--- src/ytps_pkg.sv ---
// shared types, constants and helpers for the young tableau priority store
// no dependencies
package ytps_pkg;

   localparam int MAX_ROWS = 8;
   localparam int MAX_COLS = 8;
   localparam int ROW_W = (MAX_ROWS > 1) ? $clog2(MAX_ROWS) : 1;
   localparam int COL_W = (MAX_COLS > 1) ? $clog2(MAX_COLS) : 1;
   localparam int RDIM_W = $clog2(MAX_ROWS + 1);
   localparam int CDIM_W = $clog2(MAX_COLS + 1);
   localparam int VAL_W = 32;
   localparam int CSR_W = 4;

   typedef enum logic [1:0] {
      DIR_UP,
      DIR_LEFT,
      DIR_RIGHT,
      DIR_DOWN
   } dir_type;

   typedef enum logic [1:0] {
      OP_NONE,
      OP_LOAD,
      OP_CLEAR,
      OP_SWAP
   } cell_op_type;

   typedef enum logic [1:0] {
      ST_DONE        = 2'd0,
      ST_INSERT_FULL = 2'd1,
      ST_EXTRACT_EMPTY = 2'd2
   } status_type;

   typedef enum logic {
      KIND_INSERT  = 1'b0,
      KIND_EXTRACT = 1'b1
   } kind_type;

   typedef enum logic {
      CSR_ROWS = 1'b0,
      CSR_COLS = 1'b1
   } csr_index_type;

   typedef enum logic [2:0] {
      S_IDLE,
      S_INS_WALK,
      S_EXT_WALK,
      S_FINISH
   } state_type;

   typedef struct packed {
      logic             occ;
      logic [VAL_W-1:0] val;
   } cell_data_type;

   localparam cell_data_type CELL_EMPTY = '{occ: 1'b0, val: '0};

   typedef struct packed {
      cell_op_type       op;
      logic [ROW_W-1:0]  row;
      logic [COL_W-1:0]  col;
      dir_type           dir;
      logic [RDIM_W-1:0] rows;
      logic [CDIM_W-1:0] cols;
      logic [VAL_W-1:0]  load_val;
   } cell_cmd_type;

   typedef struct packed {
      logic          sel;
      cell_data_type data;
      logic          ins_go;
      dir_type       ins_dir;
      logic          ext_go;
      dir_type       ext_dir;
   } cell_view_type;

   // strictly smaller key, empty counts as plus infinity
   function automatic logic cell_less(input cell_data_type a, input cell_data_type b);
      logic r;
      if (!a.occ) begin
         r = 1'b0;
      end else if (!b.occ) begin
         r = 1'b1;
      end else begin
         r = $signed(a.val) < $signed(b.val);
      end
      return r;
   endfunction

endpackage

--- src/ytps_cell.sv ---
// one tableau cell: holds a value and decides the local step of a walk
// depends on ytps_pkg
module ytps_cell (
   input  logic                      clock,
   input  logic                      reset,
   input  logic [ytps_pkg::ROW_W-1:0] my_row,
   input  logic [ytps_pkg::COL_W-1:0] my_col,
   input  ytps_pkg::cell_cmd_type    cmd,
   input  ytps_pkg::cell_data_type   up_in,
   input  ytps_pkg::cell_data_type   left_in,
   input  ytps_pkg::cell_data_type   right_in,
   input  ytps_pkg::cell_data_type   down_in,
   output ytps_pkg::cell_view_type   view
);

   ytps_pkg::cell_data_type data_ff, data_in;
   logic is_here, is_next;
   logic has_up, has_left, has_right, has_down;
   ytps_pkg::cell_data_type from_dir, from_opp;
   logic [ytps_pkg::ROW_W:0] row_x, cmd_row_x;
   logic [ytps_pkg::COL_W:0] col_x, cmd_col_x;

   always_comb begin
      row_x = {1'b0, my_row};
      col_x = {1'b0, my_col};
      cmd_row_x = {1'b0, cmd.row};
      cmd_col_x = {1'b0, cmd.col};
      is_here = (my_row == cmd.row) && (my_col == cmd.col);
      case (cmd.dir)
         ytps_pkg::DIR_UP: begin
            is_next = (row_x + 1'b1 == cmd_row_x) && (my_col == cmd.col);
            from_dir = up_in;
            from_opp = down_in;
         end
         ytps_pkg::DIR_LEFT: begin
            is_next = (col_x + 1'b1 == cmd_col_x) && (my_row == cmd.row);
            from_dir = left_in;
            from_opp = right_in;
         end
         ytps_pkg::DIR_RIGHT: begin
            is_next = (col_x == cmd_col_x + 1'b1) && (my_row == cmd.row);
            from_dir = right_in;
            from_opp = left_in;
         end
         default: begin
            is_next = (row_x == cmd_row_x + 1'b1) && (my_col == cmd.col);
            from_dir = down_in;
            from_opp = up_in;
         end
      endcase

      data_in = data_ff;
      case (cmd.op)
         ytps_pkg::OP_LOAD: begin
            if (is_here) begin
               data_in.occ = 1'b1;
               data_in.val = cmd.load_val;
            end
         end
         ytps_pkg::OP_CLEAR: begin
            if (is_here) begin
               data_in = ytps_pkg::CELL_EMPTY;
            end
         end
         ytps_pkg::OP_SWAP: begin
            if (is_here) begin
               data_in = from_dir;
            end else if (is_next) begin
               data_in = from_opp;
            end
         end
         default: begin
         end
      endcase
   end

   always_ff @(posedge clock) begin
      if (reset) begin
         data_ff <= ytps_pkg::CELL_EMPTY;
      end else begin
         data_ff <= data_in;
      end
   end

   // local step decisions, used only when this cell is the walk position
   always_comb begin
      has_up = (my_row != '0);
      has_left = (my_col != '0);
      has_right = (ytps_pkg::CDIM_W'(my_col) + 1'b1) < cmd.cols;
      has_down = (ytps_pkg::RDIM_W'(my_row) + 1'b1) < cmd.rows;

      view.sel = is_here;
      view.data = data_ff;

      view.ins_go = 1'b0;
      view.ins_dir = ytps_pkg::DIR_UP;
      if (has_up && has_left) begin
         view.ins_dir = ytps_pkg::cell_less(up_in, left_in) ? ytps_pkg::DIR_LEFT
                                                            : ytps_pkg::DIR_UP;
         view.ins_go = ytps_pkg::cell_less(data_ff,
            (view.ins_dir == ytps_pkg::DIR_UP) ? up_in : left_in);
      end else if (has_up) begin
         view.ins_go = ytps_pkg::cell_less(data_ff, up_in);
      end else if (has_left) begin
         view.ins_dir = ytps_pkg::DIR_LEFT;
         view.ins_go = ytps_pkg::cell_less(data_ff, left_in);
      end

      view.ext_go = 1'b0;
      view.ext_dir = ytps_pkg::DIR_RIGHT;
      if (has_right && has_down) begin
         view.ext_dir = ytps_pkg::cell_less(down_in, right_in) ? ytps_pkg::DIR_DOWN
                                                               : ytps_pkg::DIR_RIGHT;
         view.ext_go = (view.ext_dir == ytps_pkg::DIR_DOWN) ? down_in.occ : right_in.occ;
      end else if (has_right) begin
         view.ext_go = right_in.occ;
      end else if (has_down) begin
         view.ext_dir = ytps_pkg::DIR_DOWN;
         view.ext_go = down_in.occ;
      end
   end

endmodule

--- config.mk ---
export PLATFORM = sky130hd
export DESIGN_NAME = ytps_cell
export DESIGN_NICKNAME = d
export VERILOG_FILES = /design/src/ytps_pkg.sv /design/src/ytps_cell.sv
export SDC_FILE = /design/constraint.sdc
export NUM_CORES = 1
export LEC_CHECK = 0
export ABC_AREA = 1
export BUFFER_PORTS_ARGS = -buffer_cell sky130_fd_sc_hd__buf_2
export CORE_ASPECT_RATIO = 1.25
export CORE_MARGIN = 4
export CORE_UTILIZATION = 45
export DETAILED_ROUTE_END_ITERATION = 7
export PLACE_DENSITY = 0.7
export SETUP_SLACK_MARGIN = 0.02
export SYNTH_ARGS = -nofsm -noshare
export SYNTH_HDL_FRONTEND = slang
export SYNTH_SLANG_ARGS = --single-unit
--- constraint.sdc ---
create_clock -name clock -period 3.9 [get_ports clock]
set_input_delay 0.39 -clock clock [delete_from_list [all_inputs] [get_ports clock]]
set_output_delay 0.39 -clock clock [all_outputs]
set_load 0.02 [all_outputs]
# == Word-level counts from Yosys, hierarchy flattened ==
# Cells that the tools add are included.
# Widths: inputs -> output; s select.
# word_totals
elab_cells,73
inputBits,190
output_inout_bits,40
regBits,33
# classes
add_sub_neg,4
n_eq_ne,15
muxes,32
reduce_logical,13
magnitude_cmp,7
# op_table
op,count
$pmux 33 s3,3
$mux 33,5
$lt 32x32->1,5
$mux 1,17
$add 3x1->4 const B,4
$mux 3,4
$reduce_bool 3->1,3
$eq 2x2->1 const B,4
$eq 3x4->1,2
$eq 4x3->1,2
$lt 4x4->1,2
$logic_and 1x1->1,7
$eq 3x3->1,2
$eq 2x1->1 const B,2
$logic_not 2->1,2
$mux 2,2
$ne 2x2->1 const B,2
$reduce_and 4->1,1
$ne 3x3->1 const B,1
$pmux 1 s3,1

# == Longest topological paths before layout ==
# logic_depth
ltp_word,11
mapped_depth,34

# == Worst setup path after synthesis ==
# OpenSTA, ideal clock, no wires.
# synth_path
path_type,input to output
start,input port left_in[5] in the netlist's numbering
end,output port view[5] in the netlist's numbering
path_stages,26
arrival_time_ns,3.225
t_required_ns,3.510
setup_slack_ns,0.285
cell_sequence,inv_1 ha_1 a21oi_1 nor2_1 nor3_1 nand2_1 nand2_1 nand2_1 nand2_1 nand2_1 nand2_1 nand3_2 nand2_1 clkbuf_1 nand2_1 o21ai_0 ha_1 a21oi_1 nor2_1 a211oi_1 o221ai_1 a21oi_1 nand3_1 nand3_1 nand2_1 nand2_1
# synth_lines
item,line_no,source
start: declaration,ytps_cell.sv:10,"input ytps_pkg::cell_data_type left_in,"
end: declaration,ytps_cell.sv:13,output ytps_pkg::cell_view_type view

==> results.md <==
- Status: finished with violations
- Violated checks: setup timing
- I/O pin count: 230
- Critical path startpoint category: primary input
- Worst Tran Pin Value: 1.06 ns
- CTS Buf Count: 5
- Top post-synthesis cells by area: ha_1 (27%), nand2_1 (11%), a21oi_1 (9.4%)
- DR WL/cell: 17.5 um
- Vias in the first global route: 9388
- Fin area: 10700 sq um
- Syn_area_per_cell: 6.26 sq um
- PD cells: 169 nW/um^2
- WP depth: 29
- Core Region: 17500 sq um
- RSZ-0062 raised after global routing: yes
- R2r endpoint: view[10]$_SDFFE_PP0P_
- Pin count of the biggest net entering global routing: 68
- H-tree depth: 2
- CTS clk-pin slew, worst paths: 0.06 ns
- Final ANT Viol Nets: 0
- Via count: 10237
- Vias per inst: 5.74
- Initial antenna violation count: 0
- Pins over their slew limit: 0
- CP bufs+invs: 6
- CP Data Required Time: 3.51 ns
- Slack of the worst reg-to-reg path: 3.07 ns
- Final wirelength: 31200 um
- Pwr Total: 0.00181 W
- Crit. Startpoint: left_in[28]
- Slew headroom: 29.3%
- Setup violators final: 1
- CTS Hold Bufs: 0
- Worst Hold Class: primary input to flop
- Critical Path Most Common Cell: nand2_2
- Layout cells sized above 1: 27.8%
- Period Utilization, post-route: 104%
- Reg area: 661 sq um
- CTS tree: built
- DRC Markers: 0
- Number of flops mapped to enable cells by yosys: 0
- Area of the multi-input gates: 6830 sq um
- Gate count of the mapped netlist: 1288
- Most area-hungry cell type in the Yosys netlist: ha_1
- M1 GR Usage: 33.2%
- DIE HEIGHT: 158 um
- Leakage power: 5.67 nW
- Most frequent cell after synthesis: nand2_1
- Met3 Use GR: 4.15%
- Mapped Area: 8060 sq um
- IO Port Bufs: 227
- Period minus WS final: 4.04 ns
- WS Path Type: primary input to output pin
- Post-Place Worst Slack: -0.164 ns
- Met2 usage in global routing: 51.8%
- CTS Sinks: 33
- Post-DP HPWL: 23100 um
- Warnings from Yosys: 0
- Most Used Layer, Global Route: met2
- Post-Syn Nets: 1649
- Yosys top cell area share: 26.5%
- CP max-delay cell: ha_1
- Worst-path fanout max: 7
- Fin. Hold Viols: 0
- DIE WIDTH: 128 um
- Fill cells: 1673
- First-pass GRT wire length: 46100 um
- Yosys reg bits: 33
- Placer congestion estimate: 0.884
- Setup WS post-layout: -0.137 ns
- Fmax: 248 MHz
- Die area: 20100 sq um
- Initial Util: 46.1%
- Critical Path End Type: output pin
- Final net count: 1921
- Worst Path Arrival: 3.65 ns
- Clock root buffer: clkbuf_16
- Post-DP Area: 9950 sq um
- Total congestion overflow: 0
- Synth top cells by count: nand2_1 (245), inv_1 (176), ha_1 (171)
- Synth cell types: 47
- Rows: 54
- Min-delay src: cmd[48]
- Max IR drop VDD: 153 uV
- Max reg flops: 33
- GRT Util Overall: 28.3%
- Max clock buf depth: 2
- MaxCap Viol Count: 0
- Post-synth ARST share: 0%
- Area growth syn-to-layout: 32.9%
- Sequential share of the synthesized area: 8.19%
- Max incr delay on CP: 0.29 ns
- Clock latency on the worst-skew pair: 0.30 ns
- DRT Pass-1 Iters: 6
- Clock skew: 0 ns
- CP top delay family: simple AND/OR/NAND/NOR gates
- Crit path capture: view[5]
- First DRT Iteration DRCs: 686
- Top_reg_cell synth: dfxtp_1
- FF-to-FF Start: view[10]$_SDFFE_PP0P_
- Diode count: 0
- R2R depth: 2
[where the power goes]
group	internal (W)	switching [W]	leakage, nW	total, W
clock network	0.000236	0.000188	0.0706	0.000424
logic	0.000446	0.000585	5.33	0.00103
registers	0.000344	0.0000132	0.266	0.000358
total	0.00103	0.000786	5.67	0.00181
[layout make-up]
type | count | area share (%)
Multi-Input combinational cell | 1009 | 63.7
Timing Repair Buffer | 331 | 19.8
Inverter | 180 | 6.40
Sequential cell | 33 | 6.17
Tap cell | 224 | 2.62
Clock buffer | 6 | 1.20
Clock inverter | 2 | 0.0934
[timing repair]
action	in CTS	in global routing
gates cloned	0	4
setup buffers	0	5
resized for setup	8	105
pin swaps	0	58
endpoints found under the setup margin	1	1
[through the flow]
| step | hold slack, ns | utilization [%] | setup TNS, ns | std cells |
|---|---|---|---|---|
| finish | 0.406 | 61.2 | -0.137 | 1785 |
| global placement | 0.546 | 56.8 | -0.109 | 1768 |
| CTS | 0.396 | 57.8 | -0.0602 | 1776 |
| global route | 0.419 | 61.2 | -0.310 | 1785 |
| floorplan | 0.459 | - | 0 | 1288 |
| detailed placement | 0.556 | 56.8 | -0.164 | 1768 |
[layout by cell type, fill, tap and decap left out, types with 17 or more instances in the layout]
master    Yosys  final
a21oi_1     151    141
dfxtp_1      33     33
buf_4         3     95
ha_4          0     17
o22ai_1      33     33
o21ai_0     120    109
nor2_1       87     84
nand2_2       7     19
inv_1       176    160
buf_2         5    215
nand3_1      46     43
inv_2         3     17
a311oi_1     26     26
o221ai_1     31     29
ha_1        171    151
nand2_1     245    230
[how the worst min path moves through the flow]
stage               cells past startpoint                     to  slack [ns]
finish                                  3  view[38]$_SDFFE_PP0P_        0.41
global route                            2  view[15]$_SDFFE_PP0P_        0.42
detailed placement                      2  view[27]$_SDFFE_PP0P_        0.56
global placement                        2  view[28]$_SDFFE_PP0P_        0.55
floorplan                               1  view[15]$_SDFFE_PP0P_        0.46
CTS                                     3  view[38]$_SDFFE_PP0P_        0.40
[worst register-to-register path: stages, from the launching register on]
cell     delay, ns
dfxtp_1       0.45
o21ai_0       0.15
nor2_1        0.17
[per-layer routing]
layer  up-vias  routed length (um)  part of all wire [%]
met4         0                1340                   4.3
met5         -                   0                     0
li1       5055                   -                     -
met1      4623               12300                    39
met3       103                2160                   6.9
met2       456               15400                    49
[kinds of logic after synthesis]
| kind of cell | Yosys count | synth area share [%] |
|---|---|---|
| compound gates | 402 | 29.6 |
| xor+xnor | 16 | 1.74 |
| fa+ha+maj | 171 | 26.5 |
| buf+inv | 246 | 12.2 |
| flops | 33 | 8.19 |
| mux | 1 | 0.124 |
| other cells | 2 | 0.0931 |
| simple gates | 417 | 21.5 |
No activity file was read; power rests on OpenSTA's default activity.
